==> src/rtl/ist_pkg.sv <==
// ----------------------------------------------------------------------------
// ist_pkg
// shared types for the integer set table: opcodes, states, control bundles
// ----------------------------------------------------------------------------
package ist_pkg;

	localparam int ValueW = 32;
	localparam int CountW = 7;

	typedef enum logic [1:0] {
		OP_ADD    = 2'd0,
		OP_REMOVE = 2'd1,
		OP_LOOKUP = 2'd2,
		OP_CLEAR  = 2'd3
	} ist_op_t;

	typedef enum logic [1:0] {
		ST_IDLE,
		ST_SCAN,
		ST_FINISH
	} ist_state_t;

	typedef struct packed {
		logic start;
		logic scan;
		logic finish;
	} ist_ctl_t;

	typedef struct packed {
		logic scan_done;
	} ist_sts_t;

	typedef struct packed {
		logic                     was_present;
		logic                     dropped_full;
		logic [CountW-1:0]        member_count;
		logic                     is_empty;
		logic signed [ValueW-1:0] smallest_member;
		logic signed [ValueW-1:0] largest_member;
	} ist_res_t;

endpackage

==> src/rtl/ist_in_if.sv <==
// ----------------------------------------------------------------------------
// ist_in_if
// operation channel: opcode and operand with valid/ready handshake
// ----------------------------------------------------------------------------
interface ist_in_if;
	logic               valid;
	logic               ready;
	logic [1:0]         opcode;
	logic signed [31:0] value;

	modport source (output valid, output opcode, output value, input ready);
	modport sink (input valid, input opcode, input value, output ready);
endinterface

==> src/rtl/ist_out_if.sv <==
// ----------------------------------------------------------------------------
// ist_out_if
// result channel: membership flags, count and extremes with valid/ready
// ----------------------------------------------------------------------------
interface ist_out_if;
	logic               valid;
	logic               ready;
	logic               was_present;
	logic               dropped_full;
	logic [6:0]         member_count;
	logic               is_empty;
	logic signed [31:0] smallest_member;
	logic signed [31:0] largest_member;

	modport source (output valid, output was_present, output dropped_full,
		output member_count, output is_empty, output smallest_member,
		output largest_member, input ready);
	modport sink (input valid, input was_present, input dropped_full,
		input member_count, input is_empty, input smallest_member,
		input largest_member, output ready);
endinterface

==> src/rtl/integer_set_table.sv <==
// ----------------------------------------------------------------------------
// integer_set_table
// bounded set of signed 32-bit integers with add, remove, lookup and clear
// ----------------------------------------------------------------------------
// Each operation returns one result with the prior membership of the value,
// a drop flag for an add refused on a full table, the member count, an empty
// flag and the smallest and largest members (both 0 when empty). Entries sit
// in a single memory in insertion order and every operation but clear walks
// the N current members one per cycle through its read port, matching the
// value, compacting on remove and tracking the extremes. The finished result
// is held in an output register, so the next operation is taken while it
// waits; that operation stalls before its own result for as long as the
// previous one is not read.
module integer_set_table import ist_pkg::*; #(
	parameter int CAPACITY = 64
) (
	input logic       clk,
	input logic       arst_n,
	ist_in_if.sink    cmd,
	ist_out_if.source rsp
);

	ist_ctl_t ctl;
	ist_sts_t sts;
	ist_res_t res;

	ist_ctrl u_ctrl (
		.clk        (clk),
		.arst_n     (arst_n),
		.cmd_valid  (cmd.valid),
		.cmd_opcode (cmd.opcode),
		.cmd_ready  (cmd.ready),
		.rsp_ready  (rsp.ready),
		.rsp_valid  (rsp.valid),
		.sts        (sts),
		.ctl        (ctl)
	);

	ist_dpath #(
		.CAPACITY (CAPACITY)
	) u_dpath (
		.clk    (clk),
		.arst_n (arst_n),
		.ctl    (ctl),
		.opcode (cmd.opcode),
		.value  (cmd.value),
		.sts    (sts),
		.res    (res)
	);

	assign rsp.was_present     = res.was_present;
	assign rsp.dropped_full    = res.dropped_full;
	assign rsp.member_count    = res.member_count;
	assign rsp.is_empty        = res.is_empty;
	assign rsp.smallest_member = res.smallest_member;
	assign rsp.largest_member  = res.largest_member;

`ifndef SYNTH
	a_drop_absent: assert property (@(posedge clk) disable iff (!arst_n)
		rsp.valid && rsp.dropped_full |-> !rsp.was_present)
		else $error("drop reported for a present value");

	a_empty_zero: assert property (@(posedge clk) disable iff (!arst_n)
		rsp.valid && rsp.is_empty |-> (rsp.smallest_member == 0) && (rsp.largest_member == 0))
		else $error("extremes not zero on empty set");

	a_min_le_max: assert property (@(posedge clk) disable iff (!arst_n)
		rsp.valid && !rsp.is_empty |-> rsp.smallest_member <= rsp.largest_member)
		else $error("smallest member above largest");

	a_one_phase: assert property (@(posedge clk) disable iff (!arst_n)
		$onehot0({ctl.start, ctl.scan, ctl.finish}))
		else $error("controller issued overlapping commands");
`endif

endmodule

==> src/rtl/ist_ctrl.sv <==
// ----------------------------------------------------------------------------
// ist_ctrl
// sequencer for one operation: accept, scan the table, commit and post result
// ----------------------------------------------------------------------------
module ist_ctrl import ist_pkg::*; (
	input  logic       clk,
	input  logic       arst_n,
	input  logic       cmd_valid,
	input  logic [1:0] cmd_opcode,
	output logic       cmd_ready,
	input  logic       rsp_ready,
	output logic       rsp_valid,
	input  ist_sts_t   sts,
	output ist_ctl_t   ctl
);

	ist_state_t state_q;
	ist_state_t state_nxt;
	logic       out_valid_q;
	logic       out_free;

	assign out_free = !out_valid_q || rsp_ready;

	always_comb begin
		state_nxt = state_q;
		unique case (state_q)
			ST_IDLE: begin
				if (cmd_valid) begin
					state_nxt = (ist_op_t'(cmd_opcode) == OP_CLEAR) ? ST_FINISH : ST_SCAN;
				end
			end
			ST_SCAN: begin
				if (sts.scan_done) begin
					state_nxt = ST_FINISH;
				end
			end
			ST_FINISH: begin
				if (out_free) begin
					state_nxt = ST_IDLE;
				end
			end
			default: state_nxt = ST_IDLE;
		endcase
	end

	always_comb begin
		ctl       = '0;
		cmd_ready = 1'b0;
		unique case (state_q)
			ST_IDLE: begin
				cmd_ready = 1'b1;
				ctl.start = cmd_valid;
			end
			ST_SCAN: begin
				ctl.scan = 1'b1;
			end
			ST_FINISH: begin
				ctl.finish = out_free;
			end
			default: begin
				cmd_ready = 1'b0;
			end
		endcase
	end

	always_ff @(posedge clk or negedge arst_n) begin
		if (!arst_n) begin
			state_q     <= ST_IDLE;
			out_valid_q <= 1'b0;
		end else begin
			state_q <= state_nxt;
			if (ctl.finish) begin
				out_valid_q <= 1'b1;
			end else if (rsp_ready) begin
				out_valid_q <= 1'b0;
			end
		end
	end

	assign rsp_valid = out_valid_q;

endmodule

==> src/rtl/ist_dpath.sv <==
// ----------------------------------------------------------------------------
// ist_dpath
// entry memory, sequential match scan with compaction, min/max tracking
// ----------------------------------------------------------------------------
module ist_dpath import ist_pkg::*; #(
	parameter int CAPACITY = 64
) (
	input  logic                     clk,
	input  logic                     arst_n,
	input  ist_ctl_t                 ctl,
	input  logic [1:0]               opcode,
	input  logic signed [ValueW-1:0] value,
	output ist_sts_t                 sts,
	output ist_res_t                 res
);

	localparam int AW = (CAPACITY > 1) ? $clog2(CAPACITY) : 1;
	localparam int CW = $clog2(CAPACITY + 1);

	logic signed [ValueW-1:0] mem [CAPACITY];

	ist_op_t                  op_q;
	logic signed [ValueW-1:0] val_q;
	logic [CW-1:0]            cnt_q;
	logic [CW-1:0]            rd_idx_q;
	logic [AW-1:0]            idx_s1;
	logic signed [ValueW-1:0] rdata_s1;
	logic                     rvalid_s1;
	logic                     found_q;
	logic                     have_q;
	logic signed [ValueW-1:0] lo_q;
	logic signed [ValueW-1:0] hi_q;
	ist_res_t                 res_q;

	logic                     rd_en;
	logic                     hit;
	logic                     shift_wr;
	logic                     incl;
	logic                     room;
	logic                     app;
	logic                     wr_en;
	logic [AW-1:0]            wr_addr;
	logic signed [ValueW-1:0] wr_data;
	logic [CW-1:0]            cnt_new;
	logic signed [ValueW-1:0] lo_f;
	logic signed [ValueW-1:0] hi_f;

	assign rd_en    = ctl.scan && (rd_idx_q < cnt_q);
	assign hit      = rvalid_s1 && (rdata_s1 == val_q);
	assign shift_wr = rvalid_s1 && found_q && (op_q == OP_REMOVE);
	assign incl     = rvalid_s1 && !(hit && (op_q == OP_REMOVE));
	assign room     = cnt_q < CW'(CAPACITY);
	assign app      = (op_q == OP_ADD) && !found_q && room;
	assign wr_en    = shift_wr || (ctl.finish && app);
	assign wr_addr  = shift_wr ? (idx_s1 - 1'b1) : cnt_q[AW-1:0];
	assign wr_data  = shift_wr ? rdata_s1 : val_q;

	assign sts.scan_done = (rd_idx_q >= cnt_q) && !rvalid_s1;

	// entry memory, one write and one registered read per cycle
	always_ff @(posedge clk) begin
		if (wr_en) begin
			mem[wr_addr] <= wr_data;
		end
		if (rd_en) begin
			rdata_s1 <= mem[rd_idx_q[AW-1:0]];
		end
	end

	always_comb begin
		case (op_q)
			OP_ADD:    cnt_new = app ? cnt_q + 1'b1 : cnt_q;
			OP_REMOVE: cnt_new = found_q ? cnt_q - 1'b1 : cnt_q;
			OP_LOOKUP: cnt_new = cnt_q;
			default:   cnt_new = '0;
		endcase
		lo_f = lo_q;
		hi_f = hi_q;
		if (app) begin
			if (!have_q || (val_q < lo_q)) begin
				lo_f = val_q;
			end
			if (!have_q || (val_q > hi_q)) begin
				hi_f = val_q;
			end
		end
		if (cnt_new == '0) begin
			lo_f = '0;
			hi_f = '0;
		end
	end

	always_ff @(posedge clk or negedge arst_n) begin
		if (!arst_n) begin
			cnt_q     <= '0;
			rvalid_s1 <= 1'b0;
		end else begin
			rvalid_s1 <= rd_en;
			if (ctl.finish) begin
				cnt_q <= cnt_new;
			end
		end
	end

	always_ff @(posedge clk) begin
		if (ctl.start) begin
			op_q     <= ist_op_t'(opcode);
			val_q    <= value;
			rd_idx_q <= '0;
			found_q  <= 1'b0;
			have_q   <= 1'b0;
		end else if (ctl.scan) begin
			if (rd_en) begin
				rd_idx_q <= rd_idx_q + 1'b1;
				idx_s1   <= rd_idx_q[AW-1:0];
			end
			if (hit) begin
				found_q <= 1'b1;
			end
			if (incl) begin
				have_q <= 1'b1;
				if (!have_q || (rdata_s1 < lo_q)) begin
					lo_q <= rdata_s1;
				end
				if (!have_q || (rdata_s1 > hi_q)) begin
					hi_q <= rdata_s1;
				end
			end
		end
		if (ctl.finish) begin
			res_q.was_present     <= found_q;
			res_q.dropped_full    <= (op_q == OP_ADD) && !found_q && !room;
			res_q.member_count    <= CountW'(cnt_new);
			res_q.is_empty        <= (cnt_new == '0);
			res_q.smallest_member <= lo_f;
			res_q.largest_member  <= hi_f;
		end
	end

	assign res = res_q;

endmodule
==> src/flat_wrapper.sv <==
// flat-port wrapper written by rule: the top's interface ports become plain ports
module integer_set_table_flat import ist_pkg::*;
#(
	parameter int CAPACITY = 64
)
  (clk, arst_n, cmd_valid, cmd_opcode, cmd_value, cmd_ready, rsp_valid, rsp_was_present, rsp_dropped_full, rsp_member_count, rsp_is_empty, rsp_smallest_member, rsp_largest_member, rsp_ready);
  ist_in_if cmd_i ();
  ist_out_if rsp_i ();
  input logic clk;
  input logic arst_n;
  input wire logic [$bits(cmd_i.valid)-1:0] cmd_valid;
  input wire logic [$bits(cmd_i.opcode)-1:0] cmd_opcode;
  input wire logic [$bits(cmd_i.value)-1:0] cmd_value;
  output wire logic [$bits(cmd_i.ready)-1:0] cmd_ready;
  output wire logic [$bits(rsp_i.valid)-1:0] rsp_valid;
  output wire logic [$bits(rsp_i.was_present)-1:0] rsp_was_present;
  output wire logic [$bits(rsp_i.dropped_full)-1:0] rsp_dropped_full;
  output wire logic [$bits(rsp_i.member_count)-1:0] rsp_member_count;
  output wire logic [$bits(rsp_i.is_empty)-1:0] rsp_is_empty;
  output wire logic [$bits(rsp_i.smallest_member)-1:0] rsp_smallest_member;
  output wire logic [$bits(rsp_i.largest_member)-1:0] rsp_largest_member;
  input wire logic [$bits(rsp_i.ready)-1:0] rsp_ready;
  assign cmd_i.valid = cmd_valid;
  assign cmd_i.opcode = cmd_opcode;
  assign cmd_i.value = cmd_value;
  assign cmd_ready = cmd_i.ready;
  assign rsp_valid = rsp_i.valid;
  assign rsp_was_present = rsp_i.was_present;
  assign rsp_dropped_full = rsp_i.dropped_full;
  assign rsp_member_count = rsp_i.member_count;
  assign rsp_is_empty = rsp_i.is_empty;
  assign rsp_smallest_member = rsp_i.smallest_member;
  assign rsp_largest_member = rsp_i.largest_member;
  assign rsp_i.ready = rsp_ready;
  integer_set_table #(.CAPACITY(CAPACITY)) u_core (.clk(clk), .arst_n(arst_n), .cmd(cmd_i), .rsp(rsp_i));
endmodule
==> config.mk <==
export PLATFORM = sky130hd
export DESIGN_NAME = integer_set_table_flat
export DESIGN_NICKNAME = d
export VERILOG_FILES = /design/src/rtl/ist_pkg.sv /design/src/rtl/ist_in_if.sv /design/src/rtl/ist_out_if.sv /design/src/rtl/integer_set_table.sv /design/src/rtl/ist_ctrl.sv /design/src/rtl/ist_dpath.sv /design/src/flat_wrapper.sv
export SDC_FILE = /design/constraint.sdc
export NUM_CORES = 2
export LEC_CHECK = 0
export ABC_AREA = 1
export BUFFER_PORTS_ARGS = -buffer_cell sky130_fd_sc_hd__clkbuf_2
export CAP_MARGIN = 20
export CORE_MARGIN = 4
export CORE_UTILIZATION = 60
export CTS_CLUSTER_DIAMETER = 80
export DETAILED_ROUTE_END_ITERATION = 7
export PLACE_DENSITY_LB_ADDON = 0.3
export SYNTH_ARGS = -nofsm -noshare
export SYNTH_HDL_FRONTEND = slang
export SYNTH_HIERARCHICAL = 1
export SYNTH_SLANG_ARGS = --single-unit
==> constraint.sdc <==
create_clock -name clk -period 8.35 [get_ports clk]
set_clock_uncertainty 0.15 [all_clocks]
set_input_delay 0.4175 -clock clk [delete_from_list [all_inputs] [get_ports clk]]
set_output_delay 0.4175 -clock clk [all_outputs]
set_load 0.02 [all_outputs]
==> impl_metrics.yaml <==
finish:
  finalNetCount: 7378
  post_route_cells_drive_above_1_share_pct: 9.64
  layoutNonFillerInstCount: 9420
  fin_area_mm2: 0.104
  area.sequential_mm2: 0.0683
  area_occupied_by_multi_input_gates_mm2: 0.0224
  synthToLayoutAreaGrowth_pct: 12.4
  utilization_pct: 68.1
  fillCellCount: 10200
timing:
  setup_total_negative_slack_ns: 0
  timing.final.setup_violations: 0
  clock.fmax_ghz: 0.219
  slew_viol_final: 0
  finalCriticalPeriod_ns: 4.57
  period_share_pct: 54.7
  grt_setup_unrepaired: "false"
  tightestPinTransition_ns: 1.16
  maxSlewHeadroom_pct: 21.9
  hold_viol: 0
logic_synthesis:
  net_count_after_synthesis: 7324
  synth.most_common_cell: "edfxtp_1"
  syn_avg_cell_area_um2: 12.9
  netlist_top_cells_area: "edfxtp_1, o21ai_0, nor2_1"
  library_cell_occupying_the_most_area_in_the_post_synthesis_netlist: "edfxtp_1"
  synth_enable_flop_cells: 2258
  synth.ff_latch_count: 2278
  synth_flop_cell: "edfxtp_1"
  synth.lib_cells_used.distinct: 45
  post_synth_instance_area_mm2: 0.0923
  synth-warning-count: 6
  syn-instance-count: 7149
  seq_area_frac_synth_pct: 73.9
  async_set_or_reset_flop_fraction_in_the_synthesized_netlist_pct: 0.483
  synthTopCellsByCount: "edfxtp_1, nor2_1, o21ai_0"
  yosysTopAreaCellShare_pct: 73.4
detailed_routing:
  detailroute.via_count: 62400
  drt-total-wl_um: 258000
  drt-wirelength-per-cell_um: 27.4
  drc: 0
  drt.antenna.violating_nets: 0
  drt_first_iter_violations: 9863
  drt_first_pass_iters: 6
  vias_per_cell: 6.62
global_route:
  maximum_number_of_pins_on_one_net_before_global_route_repair: 202
  grt_overflow_total: 0
  global_route_wire_length_before_repair_um: 379000
  globalRouteTotalUtil_pct: 31.5
  antenna_violations_before_repair: 6
  first_global_vias: 58800
hold_path:
  timing.hold.worst.class: "primary input to flop"
die:
  initial_core_util_pct: 60.6
  floorplan.die_area_mm2: 0.160
  fp.dieW_um: 400
  row_count: 143
  core_area_mm2: 0.152
  die_y_um: 400
  ioPinCount: 114
clock_tree:
  tritoncts_num_sinks: 2278
  worst_setup_hold_path_clk_slew_ns: 0.07
  tritoncts_clock_tree: "built"
  worstSkewPairLatency_ns: 0.85
  cts.root.buffer_cell: "clkbuf_16"
  cts_max_path_buffers: 3
  number_of_clock_buffers_inserted_by_tritoncts: 219
  htreeDepth: 4
  postCtsResizedCells: 0
pwr:
  cellPowerDensity_mw_per_mm2: 328
  cellLeakagePower_uw: 0.0342
  ir_drop_mv: 0.319
  p_int_uw: 21900
  clock_power_share_pct: 29.2
  power_frac_seq_pct: 41.7
  comb_power_share_pct: 29.1
  switching_share_pct: 35.6
  p_sw_uw: 12100
outcome:
  outcome: "complete, no violations"
placed_design:
  dp.final_hpwl_um: 144000
  io_buffers: 113
  placed_cells: 8953
  final_estimated_routing_congestion_in_global_placement: 0.901
  place_area_mm2: 0.0956
critical_path:
  sort_of_element_at_the_start_of_the_critical_path: "flop"
  crit_arrival_ns: 5.10
  critPathMaxFanout: 143
  critPathCaptureType: "flop"
  cp_data_required_time_ns: 8.88
  worst_setup_path_class: "flop to flop"
job:
  maxCapViolCount: 0
## final cells by class
| type | count | share of cell area, % |
|---|---|---|
| Antenna cell | 3 | 0.00723 |
| Clock buffer | 262 | 5.48 |
| Clock inverter | 143 | 1.54 |
| Inverter | 181 | 0.686 |
| Multi-Input combinational cell | 4221 | 21.6 |
| Sequential cell | 2278 | 65.8 |
| Tap cell | 2030 | 2.45 |
| Timing Repair Buffer | 302 | 2.48 |
## per-layer routing
| layer | routed length [um] | GRT usage (%) | share of wire [%] |
|---|---|---|---|
| met4 | 10900 | 12.1 | 4.2 |
| met1 | 94000 | 44.1 | 36 |
| met5 | 79 | 0 | 0.031 |
| met3 | 33200 | 6.91 | 13 |
| met2 | 120000 | 48.9 | 47 |
## timing repair
item,CTS,global route
hold buffers,38,0
hold endpoints to repair,48,0
setup endpoints to repair,0,0
buffers inserted,0,0
## worst max-delay path, stage by stage, from the launching register on
cell and delay [ns]:
dfxtp_4 0.53, inv_8 0.65, buf_12 0.50, buf_4 0.60
o21ai_0 0.16, o22ai_1 0.22, nand2_1 0.09, a31oi_1 0.51
o21ai_0 0.59, nand2_1 0.23
## through the flow
step,total power (uW),hold slack (ns),setup WS [ns]
4_1_cts,33800,0.103,3.91
2_1_floorplan,20500,-0.0281,1.11
5_1_grt,35400,0.138,3.63
6_report,34100,0.156,3.78
3_5_place_dp,23900,0.194,3.96
3_3_place_gp,23700,0.187,3.93
## flip-flops by register name, summed over array words and instances, names as in the netlist
| name | count |
|---|---|
| u_core/u_dpath/lo_q | 32 |
| u_core/u_dpath/rdata_s1 | 32 |
| u_core/u_dpath/found_q | 1 |
| u_core/u_dpath/mem | 2048 |
| u_core/u_dpath/hi_q | 32 |
| u_core/u_ctrl/state_q | 2 |
| u_core/u_dpath/res | 74 |
| u_core/u_dpath/rd_idx_q | 7 |
| u_core/u_dpath/idx_s1 | 6 |
| u_core/u_dpath/have_q | 1 |
| u_core/u_dpath/op_q | 2 |
| u_core/u_ctrl/rsp_valid | 1 |
| u_core/u_dpath/val_q | 32 |
| u_core/u_dpath/cnt_q | 7 |
| u_core/u_dpath/rvalid_s1 | 1 |
## cells by family (layout without fill, tap and decap cells)
| family | count (synthesis) | in the layout | synth area share, % |
|---|---|---|---|
| flip-flops | 2278 | 2278 | 73.9 |
| AND/OR/NAND/NOR | 2148 | 2148 | 9.36 |
| adder cells (fa/ha/maj) | 137 | 137 | 1.86 |
| XOR/XNOR | 14 | 14 | 0.133 |
| other | 0 | 3 | 0 |
| AO/OA/AOI/OAI | 1922 | 1922 | 11.9 |
| buffers and inverters | 650 | 888 | 2.81 |
## cell usage in the layout, fill, tap and decap left out, drive strengths merged, types with 9 or more instances in the layout
cell type / instances
a21oi: 196
buf: 151
bufinv: 26
clkbuf: 375
clkinv: 99
clkinvlp: 12
dfrtp: 11
dfxtp: 9
dlygate4sd3: 38
edfxtp: 2258
ha: 137
inv: 187
nand2: 550
nand3: 298
nand4: 51
nor2: 1229
nor3: 12
o211ai: 51
o21ai: 1122
o221ai: 201
o22ai: 317
xnor2: 10
## power groups by stage
| stage | clock (uW) | sequential (uW) | combinational, uW |
|---|---|---|---|
| after CTS | 10000 | 14200 | 9650 |
| after floorplan | 0 | 14400 | 6180 |
| after detailed placement | 0 | 14400 | 9540 |
| final | 9960 | 14200 | 9920 |
| after global routing | 10500 | 14200 | 10700 |
| after global placement | 0 | 14400 | 9270 |
## final timing paths
check | startpoint | cells after the start | to | slack (ns)
max | u_core/u_dpath/rd_idx_q[0]$_SDFFE_PP0P_ | 9 | u_core/u_dpath/rdata_s1[20]$_DFFE_PP_ | 3.78
min | cmd_value[12] | 2 | u_core/u_dpath/val_q[12]$_DFFE_PP_ | 0.16
max reg2reg | u_core/u_dpath/rd_idx_q[0]$_SDFFE_PP0P_ | 9 | u_core/u_dpath/rdata_s1[20]$_DFFE_PP_ | 3.78
min reg2reg | u_core/u_dpath/rd_idx_q[6]$_SDFFE_PP0P_ | 2 | u_core/u_dpath/rd_idx_q[6]$_SDFFE_PP0P_ | 0.34
max in group asynchronous | arst_n | 3 | u_core/u_dpath/cnt_q[3]$_DFFE_PN0P_ | 7.05
min in group asynchronous | arst_n | 3 | u_core/u_ctrl/rsp_valid$_DFFE_PN0P_ | 0.57
Note: power is estimated with default switching activity, not from simulation.
